$ cat config.mk
export PLATFORM = sky130hd
export DESIGN_NAME = deletable_max_priority_queue
export DESIGN_NICKNAME = d
export VERILOG_FILES = /design/src/hw/rtl/dmpq_pkg.sv /design/src/hw/rtl/dmpq_front.sv /design/src/hw/rtl/dmpq_back.sv /design/src/hw/rtl/deletable_max_priority_queue.sv
export SDC_FILE = /design/constraint.sdc
export NUM_CORES = 2
export LEC_CHECK = 0
export ABC_AREA = 1
export BUFFER_PORTS_ARGS = -buffer_cell sky130_fd_sc_hd__buf_2
export CAP_MARGIN = 20
export CORE_AREA = 2 2 541 543
export CTS_CLUSTER_SIZE = 30
export DETAILED_ROUTE_END_ITERATION = 16
export DIE_AREA = 0 0 543 545
export PLACE_DENSITY = 0.47
export SYNTH_ARGS = -nofsm -noshare
export SYNTH_HDL_FRONTEND = slang
export SYNTH_SLANG_ARGS = --single-unit
$ cat constraint.sdc
create_clock -name clk -period 10.8 [get_ports clk]
set_input_delay 2.16 -clock clk [delete_from_list [all_inputs] [get_ports clk]]
set_output_delay 2.16 -clock clk [all_outputs]
set_load 0.02 [all_outputs]
$ cat src/hw/rtl/dmpq_pkg.sv
package dmpq_pkg;

  localparam int KEY_W   = 16;
  localparam int CNT_W   = 7;
  // cells per group in the first level of the match reduction
  localparam int GROUP_SIZE = 32;

  localparam logic OP_INSERT = 1'b0;
  localparam logic OP_REMOVE = 1'b1;

  typedef struct packed {
    logic             op;
    logic [KEY_W-1:0] key;
  } in_item_t;

  typedef struct packed {
    logic [KEY_W-1:0] max_key;
    logic             is_empty;
    logic [CNT_W-1:0] held_count;
    logic             rejected;
  } out_item_t;

  // queued command handed from the front to the back
  typedef struct packed {
    logic             valid;
    logic             is_remove;
    logic [KEY_W-1:0] key;
  } cmd_t;

endpackage

$ cat src/hw/rtl/dmpq_front.sv
module dmpq_front
  import dmpq_pkg::*;
(
  input  logic     clk,
  input  logic     rst_n,
  input  logic     push,
  input  in_item_t push_item,
  input  logic     pop,
  output cmd_t     head,
  output logic     full
);

  in_item_t   slot_r [2];
  logic       wr_ptr_r;
  logic       rd_ptr_r;
  logic [1:0] level_r;
  logic [1:0] level_nxt;
  logic       push_ok;
  logic       pop_ok;
  in_item_t   head_item;

  assign full      = (level_r == 2'd2);
  assign push_ok   = push && !full;
  assign pop_ok    = pop && (level_r != 2'd0);
  assign head_item = slot_r[rd_ptr_r];

  // classify the head item for the back end
  always_comb begin
    head.valid     = (level_r != 2'd0);
    head.is_remove = (head_item.op == OP_REMOVE);
    head.key       = head_item.key;
  end

  always_comb begin
    level_nxt = level_r;
    case ({push_ok, pop_ok})
      2'b10:   level_nxt = level_r + 2'd1;
      2'b01:   level_nxt = level_r - 2'd1;
      default: level_nxt = level_r;
    endcase
  end

  always_ff @(posedge clk) begin
    if (!rst_n) begin
      wr_ptr_r <= 1'b0;
      rd_ptr_r <= 1'b0;
      level_r  <= 2'd0;
    end else begin
      level_r <= level_nxt;
      if (push_ok) wr_ptr_r <= ~wr_ptr_r;
      if (pop_ok)  rd_ptr_r <= ~rd_ptr_r;
    end
  end

  always_ff @(posedge clk) begin
    if (push_ok) slot_r[wr_ptr_r] <= push_item;
  end

endmodule

$ cat src/hw/rtl/dmpq_back.sv
module dmpq_back
  import dmpq_pkg::*;
#(
  parameter int CAPACITY = 64,
  parameter int KEY_BITS = 16
) (
  input  logic      clk,
  input  logic      rst_n,
  input  cmd_t      cmd,
  output logic      pop,
  output logic      res_valid,
  output out_item_t res
);

  localparam int CNT_BITS = $clog2(CAPACITY + 1);
  localparam int GROUPS   = (CAPACITY + GROUP_SIZE - 1) / GROUP_SIZE;

  localparam logic ST_EVAL  = 1'b0;
  localparam logic ST_APPLY = 1'b1;

  logic                state_r;
  logic [KEY_BITS-1:0] cell_r   [CAPACITY];
  logic [KEY_BITS-1:0] cell_nxt [CAPACITY];
  logic [KEY_BITS-1:0] prev_cell [CAPACITY];
  logic [KEY_BITS-1:0] next_cell [CAPACITY];
  logic [CNT_BITS-1:0] count_r;
  logic [CNT_BITS-1:0] count_nxt;
  logic [KEY_BITS-1:0] key_in;
  logic [KEY_BITS-1:0] key_r;
  logic                remove_r;
  logic [CAPACITY-1:0] live;
  logic [CAPACITY-1:0] keep_c;
  logic [CAPACITY-1:0] bnd_c;
  logic [CAPACITY-1:0] hit_c;
  logic [CAPACITY-1:0] keep_r;
  logic [CAPACITY-1:0] bnd_r;
  logic [GROUPS-1:0]   grp_hit_c;
  logic [GROUPS-1:0]   grp_hit_r;
  logic                found;
  logic                is_full;
  logic                do_ins;
  logic                do_rem;
  logic [KEY_BITS-1:0] max_c;
  out_item_t           res_c;
  logic                res_valid_r;
  out_item_t           res_r;

  assign key_in = KEY_BITS'(cmd.key);
  assign pop    = (state_r == ST_EVAL) && cmd.valid;

  // evaluate: every cell compares against the key at once
  // cells are kept sorted, largest first, so keep is a prefix
  always_comb begin
    for (int i = 0; i < CAPACITY; i++) begin
      live[i]   = (count_r > CNT_BITS'(i));
      keep_c[i] = live[i] && (cmd.is_remove ? (cell_r[i] > key_in)
                                            : (cell_r[i] >= key_in));
    end
    bnd_c[0] = 1'b1;
    for (int i = 1; i < CAPACITY; i++) begin
      bnd_c[i] = keep_c[i-1];
    end
    for (int i = 0; i < CAPACITY; i++) begin
      hit_c[i] = cmd.is_remove && live[i] && bnd_c[i] && (cell_r[i] == key_in);
    end
    for (int g = 0; g < GROUPS; g++) begin
      grp_hit_c[g] = 1'b0;
      for (int j = 0; j < GROUP_SIZE; j++) begin
        if (g * GROUP_SIZE + j < CAPACITY) begin
          grp_hit_c[g] = grp_hit_c[g] | hit_c[g * GROUP_SIZE + j];
        end
      end
    end
  end

  // apply: shift the cells past the boundary by one place
  always_comb begin
    found   = |grp_hit_r;
    is_full = (count_r == CNT_BITS'(CAPACITY));
    do_ins  = !remove_r && !is_full;
    do_rem  = remove_r && found;

    prev_cell[0] = key_r;
    for (int i = 1; i < CAPACITY; i++) begin
      prev_cell[i] = cell_r[i-1];
    end
    for (int i = 0; i < CAPACITY - 1; i++) begin
      next_cell[i] = cell_r[i+1];
    end
    next_cell[CAPACITY-1] = cell_r[CAPACITY-1];

    for (int i = 0; i < CAPACITY; i++) begin
      cell_nxt[i] = cell_r[i];
      if (do_ins && !keep_r[i]) begin
        cell_nxt[i] = bnd_r[i] ? key_r : prev_cell[i];
      end else if (do_rem && !keep_r[i]) begin
        cell_nxt[i] = next_cell[i];
      end
    end

    count_nxt = count_r;
    if (do_ins) begin
      count_nxt = count_r + CNT_BITS'(1);
    end else if (do_rem) begin
      count_nxt = count_r - CNT_BITS'(1);
    end

    max_c = (count_nxt == '0) ? '0 : cell_nxt[0];
    res_c.max_key    = KEY_W'(max_c);
    res_c.is_empty   = (count_nxt == '0);
    res_c.held_count = CNT_W'(count_nxt);
    res_c.rejected   = !(do_ins || do_rem);
  end

  always_ff @(posedge clk) begin
    if (!rst_n) begin
      state_r     <= ST_EVAL;
      count_r     <= '0;
      res_valid_r <= 1'b0;
    end else begin
      res_valid_r <= 1'b0;
      unique case (state_r)
        ST_EVAL: begin
          if (cmd.valid) state_r <= ST_APPLY;
        end
        ST_APPLY: begin
          state_r     <= ST_EVAL;
          count_r     <= count_nxt;
          res_valid_r <= 1'b1;
        end
        default: state_r <= ST_EVAL;
      endcase
    end
  end

  always_ff @(posedge clk) begin
    if (pop) begin
      key_r     <= key_in;
      remove_r  <= cmd.is_remove;
      keep_r    <= keep_c;
      bnd_r     <= bnd_c;
      grp_hit_r <= grp_hit_c;
    end
    if (state_r == ST_APPLY) begin
      res_r <= res_c;
      for (int i = 0; i < CAPACITY; i++) begin
        cell_r[i] <= cell_nxt[i];
      end
    end
  end

  assign res_valid = res_valid_r;
  assign res       = res_r;

endmodule

$ cat src/hw/rtl/deletable_max_priority_queue.sv
// Bounded max priority queue with removal of any key. Each item inserts a
// key or removes one copy of it, and gives exactly one result: the largest
// key held, the count, an empty flag, and a rejected flag for an insert into
// a full store or a removal of an absent key. Keys live in a sorted row of
// CAPACITY cells; the back end handles each item as a parallel compare
// over all cells with a grouped match reduction, then a one-place shift of
// the row, and takes a new item only once it is done with the last one.
// A two-entry queue sits in front: busy rises only when it is full. The
// result strobe out_valid is registered in the back end's apply state, after
// the front queue and the evaluate state, and lasts one cycle; the receiver
// cannot stall it, so results must be taken as they come.
module deletable_max_priority_queue
  import dmpq_pkg::*;
#(
  parameter int CAPACITY = 64,
  parameter int KEY_BITS = 16
) (
  input  logic      clk,
  input  logic      rst_n,
  input  logic      start,
  output logic      busy,
  input  in_item_t  in_item,
  output logic      out_valid,
  output out_item_t out_item
);

  cmd_t head;
  logic pop;
  logic full;

  dmpq_front u_front (
    .clk       (clk),
    .rst_n     (rst_n),
    .push      (start),
    .push_item (in_item),
    .pop       (pop),
    .head      (head),
    .full      (full)
  );

  dmpq_back #(
    .CAPACITY (CAPACITY),
    .KEY_BITS (KEY_BITS)
  ) u_back (
    .clk       (clk),
    .rst_n     (rst_n),
    .cmd       (head),
    .pop       (pop),
    .res_valid (out_valid),
    .res       (out_item)
  );

  assign busy = full;

  // the back end takes one item at a time, evaluating then applying it
  a_strobe_spaced: assert property (@(posedge clk) disable iff (!rst_n)
    out_valid |=> !out_valid)
    else $error("result strobes in consecutive cycles");

  a_reset_quiet: assert property (@(posedge clk)
    !rst_n |=> !out_valid)
    else $error("result strobe right after reset");

  // a full queue is drained by the next pop of the back end
  a_busy_bounded: assert property (@(posedge clk) disable iff (!rst_n)
    ($past(busy) && busy) |=> !busy)
    else $error("busy held longer than the back end needs");

  a_empty_max: assert property (@(posedge clk) disable iff (!rst_n)
    (out_valid && out_item.is_empty) |-> (out_item.max_key == '0))
    else $error("nonzero maximum on an empty store");

endmodule
After elaboration in Yosys (flattened, before gate mapping). Memory sizes are Yosys's and may differ from the RTL's. A register that Yosys moved wholly into a read port is not among the register bits. Index checks and enable logic that the tools add are counted.

$add $sub $neg: 4. $lt $le $gt $ge: 192. Equality and inequality tests: 68. Mux-type cells: 265. Bitwise logic cells: 65. Reductions and logical operators: 460.

Operators with widths (count): 16-bit two-way mux (190); 16-bit equality test (64); 16-bit >= comparator (64); 16-bit > comparator (64); 1-bit logical AND (387); 7-bit by 6-bit > comparator with 1-bit output (second input constant) (32); 7-bit by 5-bit > comparator with 1-bit output (second input constant) (16); 1-bit two-way mux (71); 1-bit zero test (68); 1-bit bitwise OR (62); 7-bit by 4-bit > comparator with 1-bit output (second input constant) (8); 7-bit by 3-bit > comparator with 1-bit output (second input constant) (4); 7-bit by 1-bit > comparator with 1-bit output (second input constant) (2); 7-bit by 2-bit > comparator with 1-bit output (second input constant) (2); 7-bit two-way mux (2); 7-bit by 1-bit adder with 7-bit output (second input constant) (1); 7-bit equality test (second input constant) (1); 7-bit zero test (1); 7-bit by 1-bit subtractor with 7-bit output (second input constant) (1); 2-bit equality test (second input constant) (2); 2-bit one-hot mux with 2 select lines (1); 2-bit nonzero test (2); 1-bit NOT (3); 2-bit by 1-bit adder with 2-bit output (second input constant) (1); other kinds (5) (5).

Flip-flop bits (word level): 184. RAM bits: 1058. Input port bits: 20. Output and inout bits: 27. Word-level logic and storage cells: 1071. Memories kept: 2.

Memory list: u_back.cell_r (depth 64, width 16, rd ports 64, clocked after Yosys merged registers in 0, wr ports 64, line dmpq_back.sv:22) `logic [KEY_BITS-1:0] cell_r [CAPACITY];`; u_front.slot_r (depth 2, width 17, rd ports 1, clocked after Yosys merged registers in 1, wr ports 1, line dmpq_front.sv:13) `in_item_t slot_r [2];`.

Logic depth before layout (Yosys ltp). An unclocked memory read counts as a cell.

Depth after elaboration: 37. Mapped depth: 18. Gate-level depth less buffers: 18.

Modules after synthesis. A second synthesis with hierarchy kept.

Cells, all modules: 10588. Area, all modules: 86688.1 um2.

By module, submodules not included: dmpq_back (times used 1, cells an instance 10497, area an instance 85161.7 um2, sequential area each 34172.8 um2); dmpq_front (times used 1, cells an instance 91, area an instance 1526.5 um2, sequential area each 1121.1 um2).

Least setup slack after synthesis. Ideal clock, no wire load.

Path kind: reg2reg. Start: register with a tool-made name. End: register u_back.grp_hit_r[1], data pin. Setup time: 254 ps. Data arrival time: 6301 ps. Required time: 10546 ps. Path slack: 4245 ps. Stages on the path, launching flop included: 15. Path buffers: 1. Clock period less this slack: 6555 ps. Cells stage by stage: dfxtp_1 -> clkbuf_1 -> o21ai_0 -> ha_1 -> a21o_1 -> nor2_1 -> nand2_1 -> nor2_1 -> nand2_1 -> nand3_1 -> nand2_1 -> nor2_1 -> nand2_1 -> nor2_1 -> nand2_1.

RTL lines: end signal, assigned (line dmpq_back.sv:142) `grp_hit_r <= grp_hit_c;`; end, declared (line dmpq_back.sv:38) `logic [GROUPS-1:0] grp_hit_r;`.

==> impl_metrics.toml <==
[outcome]
status = "completed"

[critical_path]
r2r_slack_ps = 5920
cp-end-kind = "flip-flop"
r2r_end = "u_back.grp_hit_r[0]"
worst-r2r-cell-count = 18
cp-start-kind = "flip-flop"
worst_ep_arrival_time_ps = 5460
crit_required_ps = 11380
crit_fanout = 34
critPathKind = "reg -> reg"

[global_route]
grt_max_degree = 70
grt_pass1_wl_um = 459000
gr-total-overflow = 0
antenna_found_initial = 6
track_usage = 0.203
grt_pass1_vias = 70682

[timing]
rsz0062_at_grt = "no"
setup-violations-final = 0
fin_crit_ps = 4880
max_freq_mhz = 205
fin_crit_sh = 0.452
tns_ps = 0
slew_violations = 0
clock_skew_ps = 81.7
relSlewSlack = 0.256
worst_slew_pin_slew_ps = 1120
finalHoldViolations = 0

[logic_synthesis]
synth_cells = 10664
syn_avg_cell_area_um2 = 8.14
ys.flop_type = "edfxtp_1"
ys_warn_count = 0
ys_seq_area_frac = 0.406
synth_edf_count = 1166
ys_types = 44
synthArstFlopShare = 0
synth_nets = 11714
synth_most_common_cell = "nand2_1"
synth_area_um2 = 86800
synth_top_area_cell = "edfxtp_1"
synth_top_area_share = 0.403
ys_seq_elements = 1180
synth_common_cells = "nand2_1, edfxtp_1, o21ai_0"
ys_top_cells_by_area = "edfxtp_1, nand2_1, ha_1, o21a_1, o21ai_0"

[clock_network]
clk_pin_slew_ps = 60
cts-root-buf = "clkbuf_16"
htree_levels = 4
clock-sinks = 1180
cts_setup_buffers = 0
clkLatencyLatePin_ps = 860
cts_resized = 0
cts_made_buffers = 158
cts_max_path_buffers = 4
cts_tree = "done"
cts_hold_buf = 0

[detailed_routing]
wl_per_cell_um = 21.1
dr_wl_met2_um = 140000
drtAntennaViolNets = 0
vias = 73003
drt_iter0_drc = 5632
drc_errors = 0
vias_per_cell = 5.03
routed.top_layer = "met5"
wl_met3_um = 14200
firstDrtPassIters = 6
drt_wl_total_um = 307000
met1_length_um = 142000

[min_path]
worstHoldStart = "u_front.rd_ptr_r"
holdPathStages = 1
min_path_type = "reg -> reg"

[power_and_ir_drop]
power.density_nw_per_um2 = 292
peakVddDrop_mv = 0.179
total_power_uw = 28200
leakage_uw = 0.0393

[cells_and_area]
fin_area_um2 = 96400
fin_util = 0.332
layout-area-overhead-vs-synth_pct = 11.1
n_fill_cell = 30236
final_nets = 11550
drive_gt1_frac = 0.0591

[floorplan]
fp.dieW_um = 543
die_h_um = 545
io_pins = 47
initial_utilization = 0.299
num_rows = 198
core_um2 = 290000
dieArea_um2 = 296000

[placed_design]
place_hpwl_um = 219000
placed_area_um2 = 91300
place_congestion = 0.887
io_buffers = 46

[run]
cap_violations = 0
kinds of logic (layout without fill, tap and decap cells):
family,count (synthesis),count (layout),synth area share
fa+ha+maj,1030,1030,0.148
buf+inv,1143,1098,0.0531
other cells,0,4,0
compound gates,2618,2618,0.183
xor+xnor,5,5,0.000677
simple gates,4687,4687,0.208
flops,1180,1180,0.406
mux,1,1,0.000130
state kept, by name, summed over array words and instances, names as in the netlist, named ones only:
name,cells
u_back.grp_hit_r,2
u_back.count_r,7
u_back.res_valid,1
u_back.keep_r,64
u_back.res,25
u_back.state_r,1
u_front.rd_ptr_r,1
u_back.cell_r,1024
u_front.level_r,2
u_back.remove_r,1
u_front.slot_r,34
u_front.wr_ptr_r,1
u_back.key_r,16
placed cells by master (no fill, tap or decap), types with 4 or more instances in the layout:
cell       instances
a21o_1            65
a21oi_1          380
a31oi_1           18
buf_16            13
buf_2             46
buf_4            188
buf_8              7
bufinv_16          7
clkbuf_1          37
clkbuf_16        161
clkinv_1          34
clkinv_2          36
dfxtp_1           12
diode_2            4
edfxtp_1        1166
ha_1            1030
inv_1            539
inv_2             12
inv_6              8
nand2_1         3693
nand2_2           10
nand2_4            4
nand3_1          102
nand4_1           25
nor2_1           740
nor2_2            94
nor3_1             7
o211ai_1          18
o21a_1           979
o21ai_0         1073
o21ai_1           28
o21ai_2            4
o21ai_4           15
o21bai_1          31
metal layers:
| layer | up-vias | GRT usage |
|---|---|---|
| met5 | - | 0 |
| met4 | 4 | 0.0667 |
| met3 | 480 | 0.0219 |
| met2 | 1773 | 0.337 |
| met1 | 34769 | 0.275 |
| li1 | 35977 | - |
worst max path at each step:
stage / startpoint / slack, ps / end / depth (start not counted)
after floorplan: flip-flop / 4240 / u_back.grp_hit_r[1] / 14
after global placement: flip-flop / 5800 / u_back.grp_hit_r[0] / 18
after detailed placement: flip-flop / 5850 / u_back.grp_hit_r[0] / 18
after CTS: flip-flop / 5870 / u_back.grp_hit_r[0] / 18
after global routing: flip-flop / 5630 / u_back.grp_hit_r[0] / 18
final: flip-flop / 5920 / u_back.grp_hit_r[0] / 18
stage by stage:
step                      worst slack (ps)  instances  hold slack, ps
final                                 5920      14523             444
after global routing                  5630      14520             467
after CTS                             5870      14503             443
after detailed placement              5850      14224             436
after global placement                5800      14217             428
after floorplan                       4240      10664             422
report_power, final:
| part | total, µW | internal (µW) | switching [µW] | leakage (µW) |
|---|---|---|---|---|
| combinational | 14800 | 4980 | 9800 | 0.0262 |
| sequential | 8270 | 6950 | 1320 | 0.0107 |
| clock | 5130 | 2920 | 2220 | 0.00235 |
worst max-delay path, cell delays in order (launching register included):
cell and delay (ps):
dfxtp_2 300, buf_4 530, nand2_1 190, o21ai_4 80, buf_4 640, buf_4 760
ha_1 270, nand2_1 70, nor2_1 130, nand2_1 110, nor2_1 150, nand2_1 90
nand2_1 110, nand3b_1 360, nand2_1 90, nor2_1 300, nand2_1 90, nor2_1 140
nand2_1 80
final cells by class:
type	count	area, µm²	share of cell area
Multi-Input combinational cell	8341	47200	0.489
Sequential cell	1180	35300	0.366
Tap cell	3900	4880	0.0506
Clock buffer	201	4210	0.0436
Inverter	565	2140	0.0222
Timing Repair Buffer	254	2100	0.0218
Clock inverter	78	582	0.00603
Antenna cell	4	10.0	0.000104
Note: power is estimated with default switching activity, not from simulation.
